## config.mk

```make
export PLATFORM = sky130hd
export DESIGN_NAME = link_power_tier_controller_top
export DESIGN_NICKNAME = d
export VERILOG_FILES = /design/src/design/lptc_pkg.sv /design/src/design/lptc_cfg_regs.sv /design/src/design/lptc_timer.sv /design/src/design/lptc_core.sv /design/src/design/link_power_tier_controller_top.sv
export SDC_FILE = /design/constraint.sdc
export NUM_CORES = 1
export LEC_CHECK = 0
export ABC_AREA = 1
export BUFFER_PORTS_ARGS = -buffer_cell sky130_fd_sc_hd__buf_4
export CORE_UTILIZATION = 40
export DETAILED_ROUTE_END_ITERATION = 6
export SKIP_CTS_REPAIR_TIMING = 1
export SYNTH_ARGS = -nofsm -noshare
export SYNTH_HDL_FRONTEND = slang
export SYNTH_SLANG_ARGS = --single-unit
```

## constraint.sdc

```tcl
create_clock -name clk_i -period 4.65 [get_ports clk_i]
set_clock_uncertainty 0.2 [all_clocks]
set_input_delay 0.2325 -clock clk_i [delete_from_list [all_inputs] [get_ports clk_i]]
set_output_delay 0.2325 -clock clk_i [all_outputs]
set_load 0.01 [all_outputs]
```

## src/design/lptc_pkg.sv

```systemverilog
// lptc_pkg: shared types and codes for the link power tier controller
// no dependencies; imported by every module of the block

package lptc_pkg;

  localparam int unsigned CFG_DATA_W = 22;
  localparam int unsigned CFG_IDX_W  = 3;
  localparam int unsigned RETRY_W    = 17;

  // event codes carried in func
  typedef enum logic [2:0] {
    FN_TICK       = 3'd0,
    FN_ACTIVE     = 3'd1,
    FN_IDLE       = 3'd2,
    FN_SLEEP      = 3'd3,
    FN_SUBRATE    = 3'd4,
    FN_RATE_CHG   = 3'd5,
    FN_SECURED    = 3'd6,
    FN_DISCONNECT = 3'd7
  } lptc_func_e;

  // configuration register indexes
  typedef enum logic [CFG_IDX_W-1:0] {
    REG_IDLE_DELAY    = 3'd0,
    REG_DORMANT_DELAY = 3'd1,
    REG_RETRY_BASE    = 3'd2,
    REG_MAX_RETRIES   = 3'd3,
    REG_ACTIVE_FACTOR = 3'd4,
    REG_IDLE_FACTOR   = 3'd5,
    REG_DORM_FACTOR   = 3'd6,
    REG_UNUSED        = 3'd7
  } lptc_reg_e;

  localparam logic [1:0] PT_ACTIVE  = 2'd0;
  localparam logic [1:0] PT_IDLE    = 2'd1;
  localparam logic [1:0] PT_DORMANT = 2'd2;

  localparam logic [1:0] ST_SUCCESS     = 2'd0;
  localparam logic [1:0] ST_UNSUPPORTED = 2'd1;

  localparam int unsigned IDLE_DELAY_RST    = 10000;
  localparam int unsigned DORMANT_DELAY_RST = 60000;
  localparam logic [9:0]  RETRY_BASE_RST    = 10'd20;
  localparam logic [3:0]  MAX_RETRIES_RST   = 4'd6;
  localparam logic [8:0]  ACTIVE_FACTOR_RST = 9'd1;
  localparam logic [8:0]  IDLE_FACTOR_RST   = 9'd4;
  localparam logic [8:0]  DORM_FACTOR_RST   = 9'd16;

  typedef struct packed {
    lptc_func_e func;
    logic       is_central;
    logic [1:0] status;
    logic [8:0] reported_factor;
  } lptc_item_t;

  typedef struct packed {
    logic       request_issued;
    logic [1:0] tier;
    logic       confirmed;
    logic [3:0] attempts;
    logic       gave_up;
  } lptc_result_t;

  // fixed-width configuration fields
  typedef struct packed {
    logic [9:0] retry_base;
    logic [3:0] max_retries;
    logic [8:0] active_factor;
    logic [8:0] idle_factor;
    logic [8:0] dormant_factor;
  } lptc_cfg_t;

endpackage

```

## src/design/lptc_cfg_regs.sv

```systemverilog
// lptc_cfg_regs: configuration register file written through the cfg channel
// depends on lptc_pkg

module lptc_cfg_regs #(
  parameter int unsigned DELAY_BITS = 22
) (
  input  logic                               clk_i,
  input  logic                               rst_ni,
  input  logic                               wr_en_i,
  input  logic [lptc_pkg::CFG_IDX_W-1:0]     wr_idx_i,
  input  logic [lptc_pkg::CFG_DATA_W-1:0]    wr_data_i,
  output logic [DELAY_BITS-1:0]              idle_delay_o,
  output logic [DELAY_BITS-1:0]              dormant_delay_o,
  output lptc_pkg::lptc_cfg_t                cfg_o
);
  import lptc_pkg::*;

  localparam logic [DELAY_BITS-1:0] IdleRst    = DELAY_BITS'(IDLE_DELAY_RST);
  localparam logic [DELAY_BITS-1:0] DormantRst = DELAY_BITS'(DORMANT_DELAY_RST);

  logic [DELAY_BITS-1:0] idle_delay_q, dormant_delay_q;
  lptc_cfg_t             cfg_q;

  always_ff @(posedge clk_i or negedge rst_ni) begin
    if (!rst_ni) begin
      idle_delay_q         <= IdleRst;
      dormant_delay_q      <= DormantRst;
      cfg_q.retry_base     <= RETRY_BASE_RST;
      cfg_q.max_retries    <= MAX_RETRIES_RST;
      cfg_q.active_factor  <= ACTIVE_FACTOR_RST;
      cfg_q.idle_factor    <= IDLE_FACTOR_RST;
      cfg_q.dormant_factor <= DORM_FACTOR_RST;
    end else if (wr_en_i) begin
      unique case (lptc_reg_e'(wr_idx_i))
        REG_IDLE_DELAY:    idle_delay_q         <= DELAY_BITS'(wr_data_i);
        REG_DORMANT_DELAY: dormant_delay_q      <= DELAY_BITS'(wr_data_i);
        REG_RETRY_BASE:    cfg_q.retry_base     <= wr_data_i[9:0];
        REG_MAX_RETRIES:   cfg_q.max_retries    <= wr_data_i[3:0];
        REG_ACTIVE_FACTOR: cfg_q.active_factor  <= wr_data_i[8:0];
        REG_IDLE_FACTOR:   cfg_q.idle_factor    <= wr_data_i[8:0];
        REG_DORM_FACTOR:   cfg_q.dormant_factor <= wr_data_i[8:0];
        default: ;
      endcase
    end
  end

  assign idle_delay_o    = idle_delay_q;
  assign dormant_delay_o = dormant_delay_q;
  assign cfg_o           = cfg_q;

endmodule

```

## src/design/lptc_timer.sv

```systemverilog
// lptc_timer: one-shot millisecond countdown, next-state logic for one tick
// depends on lptc_pkg

module lptc_timer #(
  parameter int unsigned W = 22
) (
  input  logic         pend_i,
  input  logic [W-1:0] left_i,
  output logic         fire_o,
  output logic         pend_o,
  output logic [W-1:0] left_o
);
  import lptc_pkg::*;

  // a count of zero or one expires on this tick
  assign fire_o = pend_i && (left_i <= W'(1));
  assign pend_o = pend_i && !fire_o;
  assign left_o = fire_o ? '0 : (pend_i ? left_i - W'(1) : left_i);

endmodule

```

## src/design/lptc_core.sv

```systemverilog
// lptc_core: tier, confirmation, retry count and timer state with the step logic
// depends on lptc_pkg and lptc_timer

module lptc_core #(
  parameter int unsigned DELAY_BITS = 22
) (
  input  logic                     clk_i,
  input  logic                     rst_ni,
  input  logic                     step_i,
  input  lptc_pkg::lptc_item_t     item_i,
  input  lptc_pkg::lptc_cfg_t      cfg_i,
  input  logic [DELAY_BITS-1:0]    idle_delay_i,
  input  logic [DELAY_BITS-1:0]    dormant_delay_i,
  output lptc_pkg::lptc_result_t   result_o
);
  import lptc_pkg::*;

  typedef struct packed {
    logic [1:0]         tier;
    logic               conf;
    logic [3:0]         cnt;
    logic               sent;
    logic               gave;
    logic               rp;
    logic [RETRY_W-1:0] rl;
    logic               rdue;
  } ctl_t;

  function automatic ctl_t do_request(input ctl_t s, input logic [1:0] t,
                                      input logic force_req, input logic [9:0] base,
                                      input logic [3:0] emax);
    ctl_t       r;
    logic [3:0] sh;
    r = s;
    if (!(t == s.tier && s.conf && !force_req)) begin
      if (t != s.tier) r.cnt = 4'd0;
      r.tier = t;
      r.conf = 1'b0;
      r.sent = 1'b1;
      sh     = (r.cnt > emax - 4'd1) ? emax - 4'd1 : r.cnt;
      r.rp   = 1'b1;
      r.rdue = 1'b0;
      r.rl   = RETRY_W'(base) << sh[2:0];
    end
    return r;
  endfunction

  function automatic ctl_t do_retry(input ctl_t s, input logic [9:0] base,
                                    input logic [3:0] emax);
    ctl_t r;
    r = s;
    if (!s.conf) begin
      r.cnt = s.cnt + 4'd1;
      if (r.cnt >= emax) begin
        r.conf = 1'b1;
        r.gave = 1'b1;
      end else begin
        r = do_request(r, r.tier, 1'b1, base, emax);
      end
    end
    return r;
  endfunction

  logic [1:0]            tier_q;
  logic                  conf_q;
  logic [3:0]            cnt_q;
  logic                  ip_q, dp_q, rp_q;
  logic [DELAY_BITS-1:0] il_q, dl_q;
  logic [RETRY_W-1:0]    rl_q;

  logic                  ip_d, dp_d;
  logic [DELAY_BITS-1:0] il_d, dl_d;
  ctl_t                  ctl;

  logic                  i_fire, d_fire, r_fire;
  logic                  i_pend, d_pend, r_pend;
  logic [DELAY_BITS-1:0] i_left, d_left;
  logic [RETRY_W-1:0]    r_left;
  logic [3:0]            emax;
  logic [8:0]            tier_factor;

  lptc_timer #(.W(DELAY_BITS)) u_idle_tmr (
    .pend_i(ip_q), .left_i(il_q), .fire_o(i_fire), .pend_o(i_pend), .left_o(i_left)
  );
  lptc_timer #(.W(DELAY_BITS)) u_dorm_tmr (
    .pend_i(dp_q), .left_i(dl_q), .fire_o(d_fire), .pend_o(d_pend), .left_o(d_left)
  );
  lptc_timer #(.W(RETRY_W)) u_retry_tmr (
    .pend_i(rp_q), .left_i(rl_q), .fire_o(r_fire), .pend_o(r_pend), .left_o(r_left)
  );

  // max retries clamped into 1..8
  assign emax = (cfg_i.max_retries == 4'd0) ? 4'd1 :
                (cfg_i.max_retries > 4'd8)  ? 4'd8 : cfg_i.max_retries;

  always_comb begin
    unique case (tier_q)
      PT_ACTIVE: tier_factor = cfg_i.active_factor;
      PT_IDLE:   tier_factor = cfg_i.idle_factor;
      default:   tier_factor = cfg_i.dormant_factor;
    endcase
  end

  always_comb begin
    logic d_due;
    ctl  = '{tier: tier_q, conf: conf_q, cnt: cnt_q, sent: 1'b0, gave: 1'b0,
             rp: rp_q, rl: rl_q, rdue: 1'b0};
    ip_d = ip_q;
    il_d = il_q;
    dp_d = dp_q;
    dl_d = dl_q;
    d_due = 1'b0;
    unique case (item_i.func)
      FN_TICK: begin
        ip_d     = i_pend;
        il_d     = i_left;
        dp_d     = d_pend;
        dl_d     = d_left;
        d_due    = d_fire;
        ctl.rp   = r_pend;
        ctl.rl   = r_left;
        ctl.rdue = r_fire;
        // handlers run idle, dormant, retry; earlier ones may cancel later ones
        if (i_fire) begin
          d_due = 1'b0;
          ctl   = do_request(ctl, PT_IDLE, 1'b0, cfg_i.retry_base, emax);
          dp_d  = 1'b1;
          dl_d  = dormant_delay_i;
        end
        if (d_due) begin
          ctl = do_request(ctl, PT_DORMANT, 1'b0, cfg_i.retry_base, emax);
        end
        if (ctl.rdue) begin
          ctl = do_retry(ctl, cfg_i.retry_base, emax);
        end
      end
      FN_ACTIVE, FN_SLEEP: begin
        ip_d = 1'b0;
        il_d = '0;
        dp_d = 1'b0;
        dl_d = '0;
        ctl  = do_request(ctl, (item_i.func == FN_ACTIVE) ? PT_ACTIVE : PT_DORMANT,
                          1'b0, cfg_i.retry_base, emax);
      end
      FN_IDLE: begin
        if (idle_delay_i == '0) begin
          ctl  = do_request(ctl, PT_IDLE, 1'b0, cfg_i.retry_base, emax);
          dp_d = 1'b1;
          dl_d = dormant_delay_i;
        end else begin
          dp_d = 1'b0;
          dl_d = '0;
          // a pending idle timer keeps its count
          if (!ip_q) begin
            ip_d = 1'b1;
            il_d = idle_delay_i;
          end
        end
      end
      FN_SUBRATE: begin
        if (item_i.is_central && item_i.status <= ST_UNSUPPORTED) begin
          ctl.conf = 1'b1;
          ctl.cnt  = 4'd0;
          ctl.rp   = 1'b0;
          ctl.rl   = '0;
        end
      end
      FN_RATE_CHG: begin
        if (item_i.is_central && item_i.status == ST_SUCCESS &&
            item_i.reported_factor != tier_factor) begin
          ctl.cnt = 4'd0;
          ctl     = do_request(ctl, ctl.tier, 1'b1, cfg_i.retry_base, emax);
        end
      end
      FN_SECURED: begin
        if (item_i.is_central && item_i.status == ST_SUCCESS && tier_q != PT_ACTIVE) begin
          ctl.cnt = 4'd0;
          ctl     = do_request(ctl, ctl.tier, 1'b1, cfg_i.retry_base, emax);
        end
      end
      FN_DISCONNECT: begin
        if (item_i.is_central) begin
          ctl.rp   = 1'b0;
          ctl.rl   = '0;
          ctl.conf = 1'b1;
          ctl.cnt  = 4'd0;
        end
      end
      default: ;
    endcase
  end

  always_ff @(posedge clk_i or negedge rst_ni) begin
    if (!rst_ni) begin
      tier_q <= PT_ACTIVE;
      conf_q <= 1'b1;
      cnt_q  <= 4'd0;
      ip_q   <= 1'b0;
      il_q   <= '0;
      dp_q   <= 1'b0;
      dl_q   <= '0;
      rp_q   <= 1'b0;
      rl_q   <= '0;
    end else if (step_i) begin
      tier_q <= ctl.tier;
      conf_q <= ctl.conf;
      cnt_q  <= ctl.cnt;
      ip_q   <= ip_d;
      il_q   <= il_d;
      dp_q   <= dp_d;
      dl_q   <= dl_d;
      rp_q   <= ctl.rp;
      rl_q   <= ctl.rl;
    end
  end

  assign result_o = '{request_issued: ctl.sent, tier: ctl.tier, confirmed: ctl.conf,
                      attempts: ctl.cnt, gave_up: ctl.gave};

endmodule

```

## src/design/link_power_tier_controller_top.sv

```systemverilog
// link_power_tier_controller_top: input register, step core and result register
// depends on lptc_pkg, lptc_cfg_regs and lptc_core
//
//   channel  direction  handshake              payload
//   in       sink       in_valid_i/in_ready_o  func_i is_central_i status_i reported_factor_i
//   out      source     out_valid_o/out_ready_i request_issued_o tier_o confirmed_o
//                                              attempts_o gave_up_o
//   cfg      sink       cfg_valid_i/cfg_ready_o cfg_index_i cfg_wdata_i
//
// one transaction per cycle sustained while the output is not stalled; a taken input waits in
// the input register, passes the combinational step logic and lands in the result register
// reset loads the register defaults, active tier, confirmed, all timers idle
// a stalled output holds the result register, then the input register, then
// drops in_ready_o; cfg_ready_o is always high

module link_power_tier_controller_top #(
  parameter int unsigned DELAY_BITS = 22
) (
  input  logic                            clk_i,
  input  logic                            rst_ni,
  input  logic                            in_valid_i,
  output logic                            in_ready_o,
  input  logic [2:0]                      func_i,
  input  logic                            is_central_i,
  input  logic [1:0]                      status_i,
  input  logic [8:0]                      reported_factor_i,
  output logic                            out_valid_o,
  input  logic                            out_ready_i,
  output logic                            request_issued_o,
  output logic [1:0]                      tier_o,
  output logic                            confirmed_o,
  output logic [3:0]                      attempts_o,
  output logic                            gave_up_o,
  input  logic                            cfg_valid_i,
  output logic                            cfg_ready_o,
  input  logic [lptc_pkg::CFG_IDX_W-1:0]  cfg_index_i,
  input  logic [lptc_pkg::CFG_DATA_W-1:0] cfg_wdata_i
);
  import lptc_pkg::*;

  logic                  in_valid_q, in_valid_d;
  lptc_item_t            item_q;
  logic                  out_valid_q, out_valid_d;
  lptc_result_t          res_q, res_d;
  logic                  step;
  logic [DELAY_BITS-1:0] idle_delay, dormant_delay;
  lptc_cfg_t             cfg;

  assign cfg_ready_o = 1'b1;

  lptc_cfg_regs #(.DELAY_BITS(DELAY_BITS)) u_cfg (
    .clk_i          (clk_i),
    .rst_ni         (rst_ni),
    .wr_en_i        (cfg_valid_i && cfg_ready_o),
    .wr_idx_i       (cfg_index_i),
    .wr_data_i      (cfg_wdata_i),
    .idle_delay_o   (idle_delay),
    .dormant_delay_o(dormant_delay),
    .cfg_o          (cfg)
  );

  // the held item steps when the result register is free or being drained
  assign step       = in_valid_q && (!out_valid_q || out_ready_i);
  assign in_ready_o = !in_valid_q || step;

  lptc_core #(.DELAY_BITS(DELAY_BITS)) u_core (
    .clk_i          (clk_i),
    .rst_ni         (rst_ni),
    .step_i         (step),
    .item_i         (item_q),
    .cfg_i          (cfg),
    .idle_delay_i   (idle_delay),
    .dormant_delay_i(dormant_delay),
    .result_o       (res_d)
  );

  always_comb begin
    in_valid_d = in_valid_q;
    if (in_valid_i && in_ready_o) in_valid_d = 1'b1;
    else if (step)                in_valid_d = 1'b0;
    out_valid_d = out_valid_q;
    if (step)             out_valid_d = 1'b1;
    else if (out_ready_i) out_valid_d = 1'b0;
  end

  always_ff @(posedge clk_i or negedge rst_ni) begin
    if (!rst_ni) begin
      in_valid_q  <= 1'b0;
      out_valid_q <= 1'b0;
    end else begin
      in_valid_q  <= in_valid_d;
      out_valid_q <= out_valid_d;
    end
  end

  always_ff @(posedge clk_i) begin
    if (in_valid_i && in_ready_o) begin
      item_q <= '{func: lptc_func_e'(func_i), is_central: is_central_i,
                  status: status_i, reported_factor: reported_factor_i};
    end
    if (step) res_q <= res_d;
  end

  assign out_valid_o      = out_valid_q;
  assign request_issued_o = res_q.request_issued;
  assign tier_o           = res_q.tier;
  assign confirmed_o      = res_q.confirmed;
  assign attempts_o       = res_q.attempts;
  assign gave_up_o        = res_q.gave_up;

`ifndef SYNTHESIS
  a_gave_up_settles: assert property (@(posedge clk_i) disable iff (!rst_ni)
    out_valid_o && gave_up_o |-> confirmed_o)
    else $error("gave up without settling the tier");

  a_request_unconfirmed: assert property (@(posedge clk_i) disable iff (!rst_ni)
    out_valid_o && request_issued_o |-> !confirmed_o)
    else $error("tier request left the tier confirmed");

  a_backpressure_only: assert property (@(posedge clk_i) disable iff (!rst_ni)
    !in_ready_o |-> in_valid_q && out_valid_o && !out_ready_i)
    else $error("input stalled while the result register could move");

  a_step_loads_result: assert property (@(posedge clk_i) disable iff (!rst_ni)
    step |=> out_valid_o)
    else $error("stepped item produced no result");
`endif

endmodule

```

==> metrics <==
outcome finished with violations; failing checks hold timing; Logic pwr share 42.8%; via count of the routed design 12,630; CTS Buf Count 17; DRT Pass-1 Iters 5; routability cong. 0.9380; layout cells sized above 1 11.74%; area grow syn2layout 13.72%; Placed Cells 2,289; ranking of synthesized cells by area dfrtp_1 (27%), nand2_1 (16%), nand3_1 (7.7%); pwr dens 466.0 mW/mm2; count leader, synth nand2_1; first-pass GRT wire length 68,440 um; actual slew at the worst max-slew pin 1168 ps; f_max 232.2 MHz; Seq/Total Area, Yosys 36.48%; die height 181.5 um; DIE AREA 0.03293 mm2; clk sinks 182; crit path time final 4306 ps; Top Ports 57; sequential cell area 0.004700 mm2; Switching Fraction 45.09%; leading area contributor after synthesis dfrtp_1; number of synthesized flops with an enable pin 24; Hold Crit Class input pin to flip-flop; Root Driver clkbuf_16; Non-Filler Instances 2,353; WHS -15.22 ps; Die Width 181.5 um; Power Internal 0.003749 W; Starting Density 40.72%; R2R depth 26; Total GRT Usage 27.05%; final setup vio count 0; antenna-violating nets left 0; sequential share of power 36.0%; CP Depth 26; vias per inst 5.365; final worst path period share 92.60%; GRT Residual Overflow 0; final wirelength 43,160 um; Port-buffer cells 55; n_diodes 0; total power 0.006827 W; final hold vios 5; Yosys reg bits 182; crit-path leading delay family simple AND/OR/NAND/NOR gates; clock buffer depth 2; VDD IR-drop max 0.0003188 V; fill cell count 3,222; Core Util, Final 46.31%; max_slew headroom 21.92%; asr flop ratio synth 86.81%; pin count of the biggest net entering global routing 73; slowest stage cell on the critical path nor3_1; Synthesis Warnings 0; DR DRC count 0; CP arrival 4500 ps; synthesized cell area 0.01288 mm2; CTS clk-pin slew, worst paths 80 ps; Crit path required time 4850 ps; clk_lat worst skew 450 ps; top cell type's share of synthesized area 26.81%; Leak 6.967 nW; WL/cell 18.34 um; crit end category flip-flop; TritonCTS clock tree yes; kind of critical path flip-flop to flip-flop; ys flop type dfrtp_1; number of global-route vias before repair 11,910; Syn Area/Cell 6.915 um2; synth cell count leaders nand2_1 (561), nand3_1 (198), inv_1 (184), nor2_1 (149), o21ai_0 (149); Yosys cell types 63; CP most frequent cell nand2_1; H-tree Lvls 4; CP Launch Type flip-flop; Multi-input gate area 0.007182 mm2; net load switching power 0.003078 W; Max Cap Viol 0; # rows 65; Gate Count Post-Synth 1,863; Slew Limit Fails 0; Min-Delay Path Depth 3; Nets 2,011; part of the power in the clock network 21.2%; Initial DRC Count 1,128; slowest cell delay on critical path 390 ps; dpl hpwl 32,600 um; initial antenna violation count 0; CP Max Fanout 10; CP Buf/Inv Count 3; core area 0.03164 mm2
tightest hold or removal path: cells and delay by family:
kind	cells	cell delay, ps
AO/OA/AOI/OAI	1	170
buffers and inverters	2	180
cells in the final DEF, fill, tap and decap left out, drive strengths merged, types with 2 or more instances in the layout:
master,n
nand2,581
inv,206
nand3,203
nor2,186
o21ai,168
dfrtp,138
a21oi,86
buf,81
xor2,35
dlygate4sd3,32
ha,28
edfxtp,24
nand4,24
nor3,22
dfstp,20
clkbuf,18
o22ai,11
o211ai,10
clkinv,9
xnor2,8
nor4,8
a22oi,6
o21a,6
a211oi,6
conb,5
nand3b,4
o2111ai,4
a221oi,4
o31ai,3
or2,2
o221ai,2
a22o,2
o32ai,2
power by group through the flow:
stage                     registers, W  clock network, W  logic [W]
final                          0.00246           0.00145    0.00292
after global routing           0.00251           0.00154    0.00330
after CTS                      0.00245           0.00147    0.00286
after detailed placement       0.00247                 0    0.00285
after global placement         0.00247                 0    0.00281
after floorplan                0.00231                 0    0.00216
metal layers:
layer	vias to the layer above	GRT usage, %	routed length, um
met5	-	0	0
met4	0	6.814	694
met3	40	4.974	2854
met2	406	40.08	18490
met1	5909	40.21	21120
li1	6270	-	-
metrics by stage:
stage          setup TNS (ps)  hold slack [ps]  worst slack [ps]  area, um2
2_1_floorplan               0           -263.1             824.3      12900
3_3_place_gp                0            125.2             271.9      13730
3_5_place_dp                0            130.5             142.9      13730
4_1_cts                     0           -351.9             118.9      14310
5_1_grt                -8.346            4.600            -3.351      14650
6_report                    0           -15.22             344.2      14650
worst paths after layout:
kind / from / to / slack, ps
min in group asynchronous: rst_ni / u_core.dl_q[19] / 200
hold / removal: cfg_wdata_i[5] / u_cfg.cfg_o[36] / -20
setup reg to reg: u_core.il_q[0] / u_core.rl_q[4] / 340
hold reg to reg: u_cfg.cfg_o[22] / u_cfg.cfg_o[22] / 290
max in group asynchronous: rst_ni / u_cfg.cfg_o[26] / 2950
setup / recovery: u_core.il_q[0] / u_core.rl_q[4] / 340
kinds of logic after synthesis:
kind of cell	Yosys count	share of synthesized area, %
buffers and inverters	262	8.071
AND/OR/NAND/NOR	1030	35.81
AO/OA/AOI/OAI	317	13.91
other	1	0.02911
flip-flops	182	36.48
adder cells (fa/ha/maj)	28	2.720
XOR/XNOR	43	2.982
area by class of cell:
type	count	area share, %
multi-input cells	1423	49.02
flip-flops and latches	182	32.08
repair buffers	113	6.363
inverters	201	5.176
well taps	402	3.433
clock buffers	18	2.998
clock inverters	14	0.9309
sequential cells by signal, summed over array words and instances, names as in the netlist, 4 cells and up:
name / cells
u_cfg.cfg_o: 41
u_cfg.dormant_delay_o: 22
u_cfg.idle_delay_o: 22
attempts_o: 4
u_core.rl_q: 17
u_core.dl_q: 22
u_core.il_q: 22
item_q: 15
u_core.cnt_q: 4
Note: power is estimated with default switching activity, not from simulation.
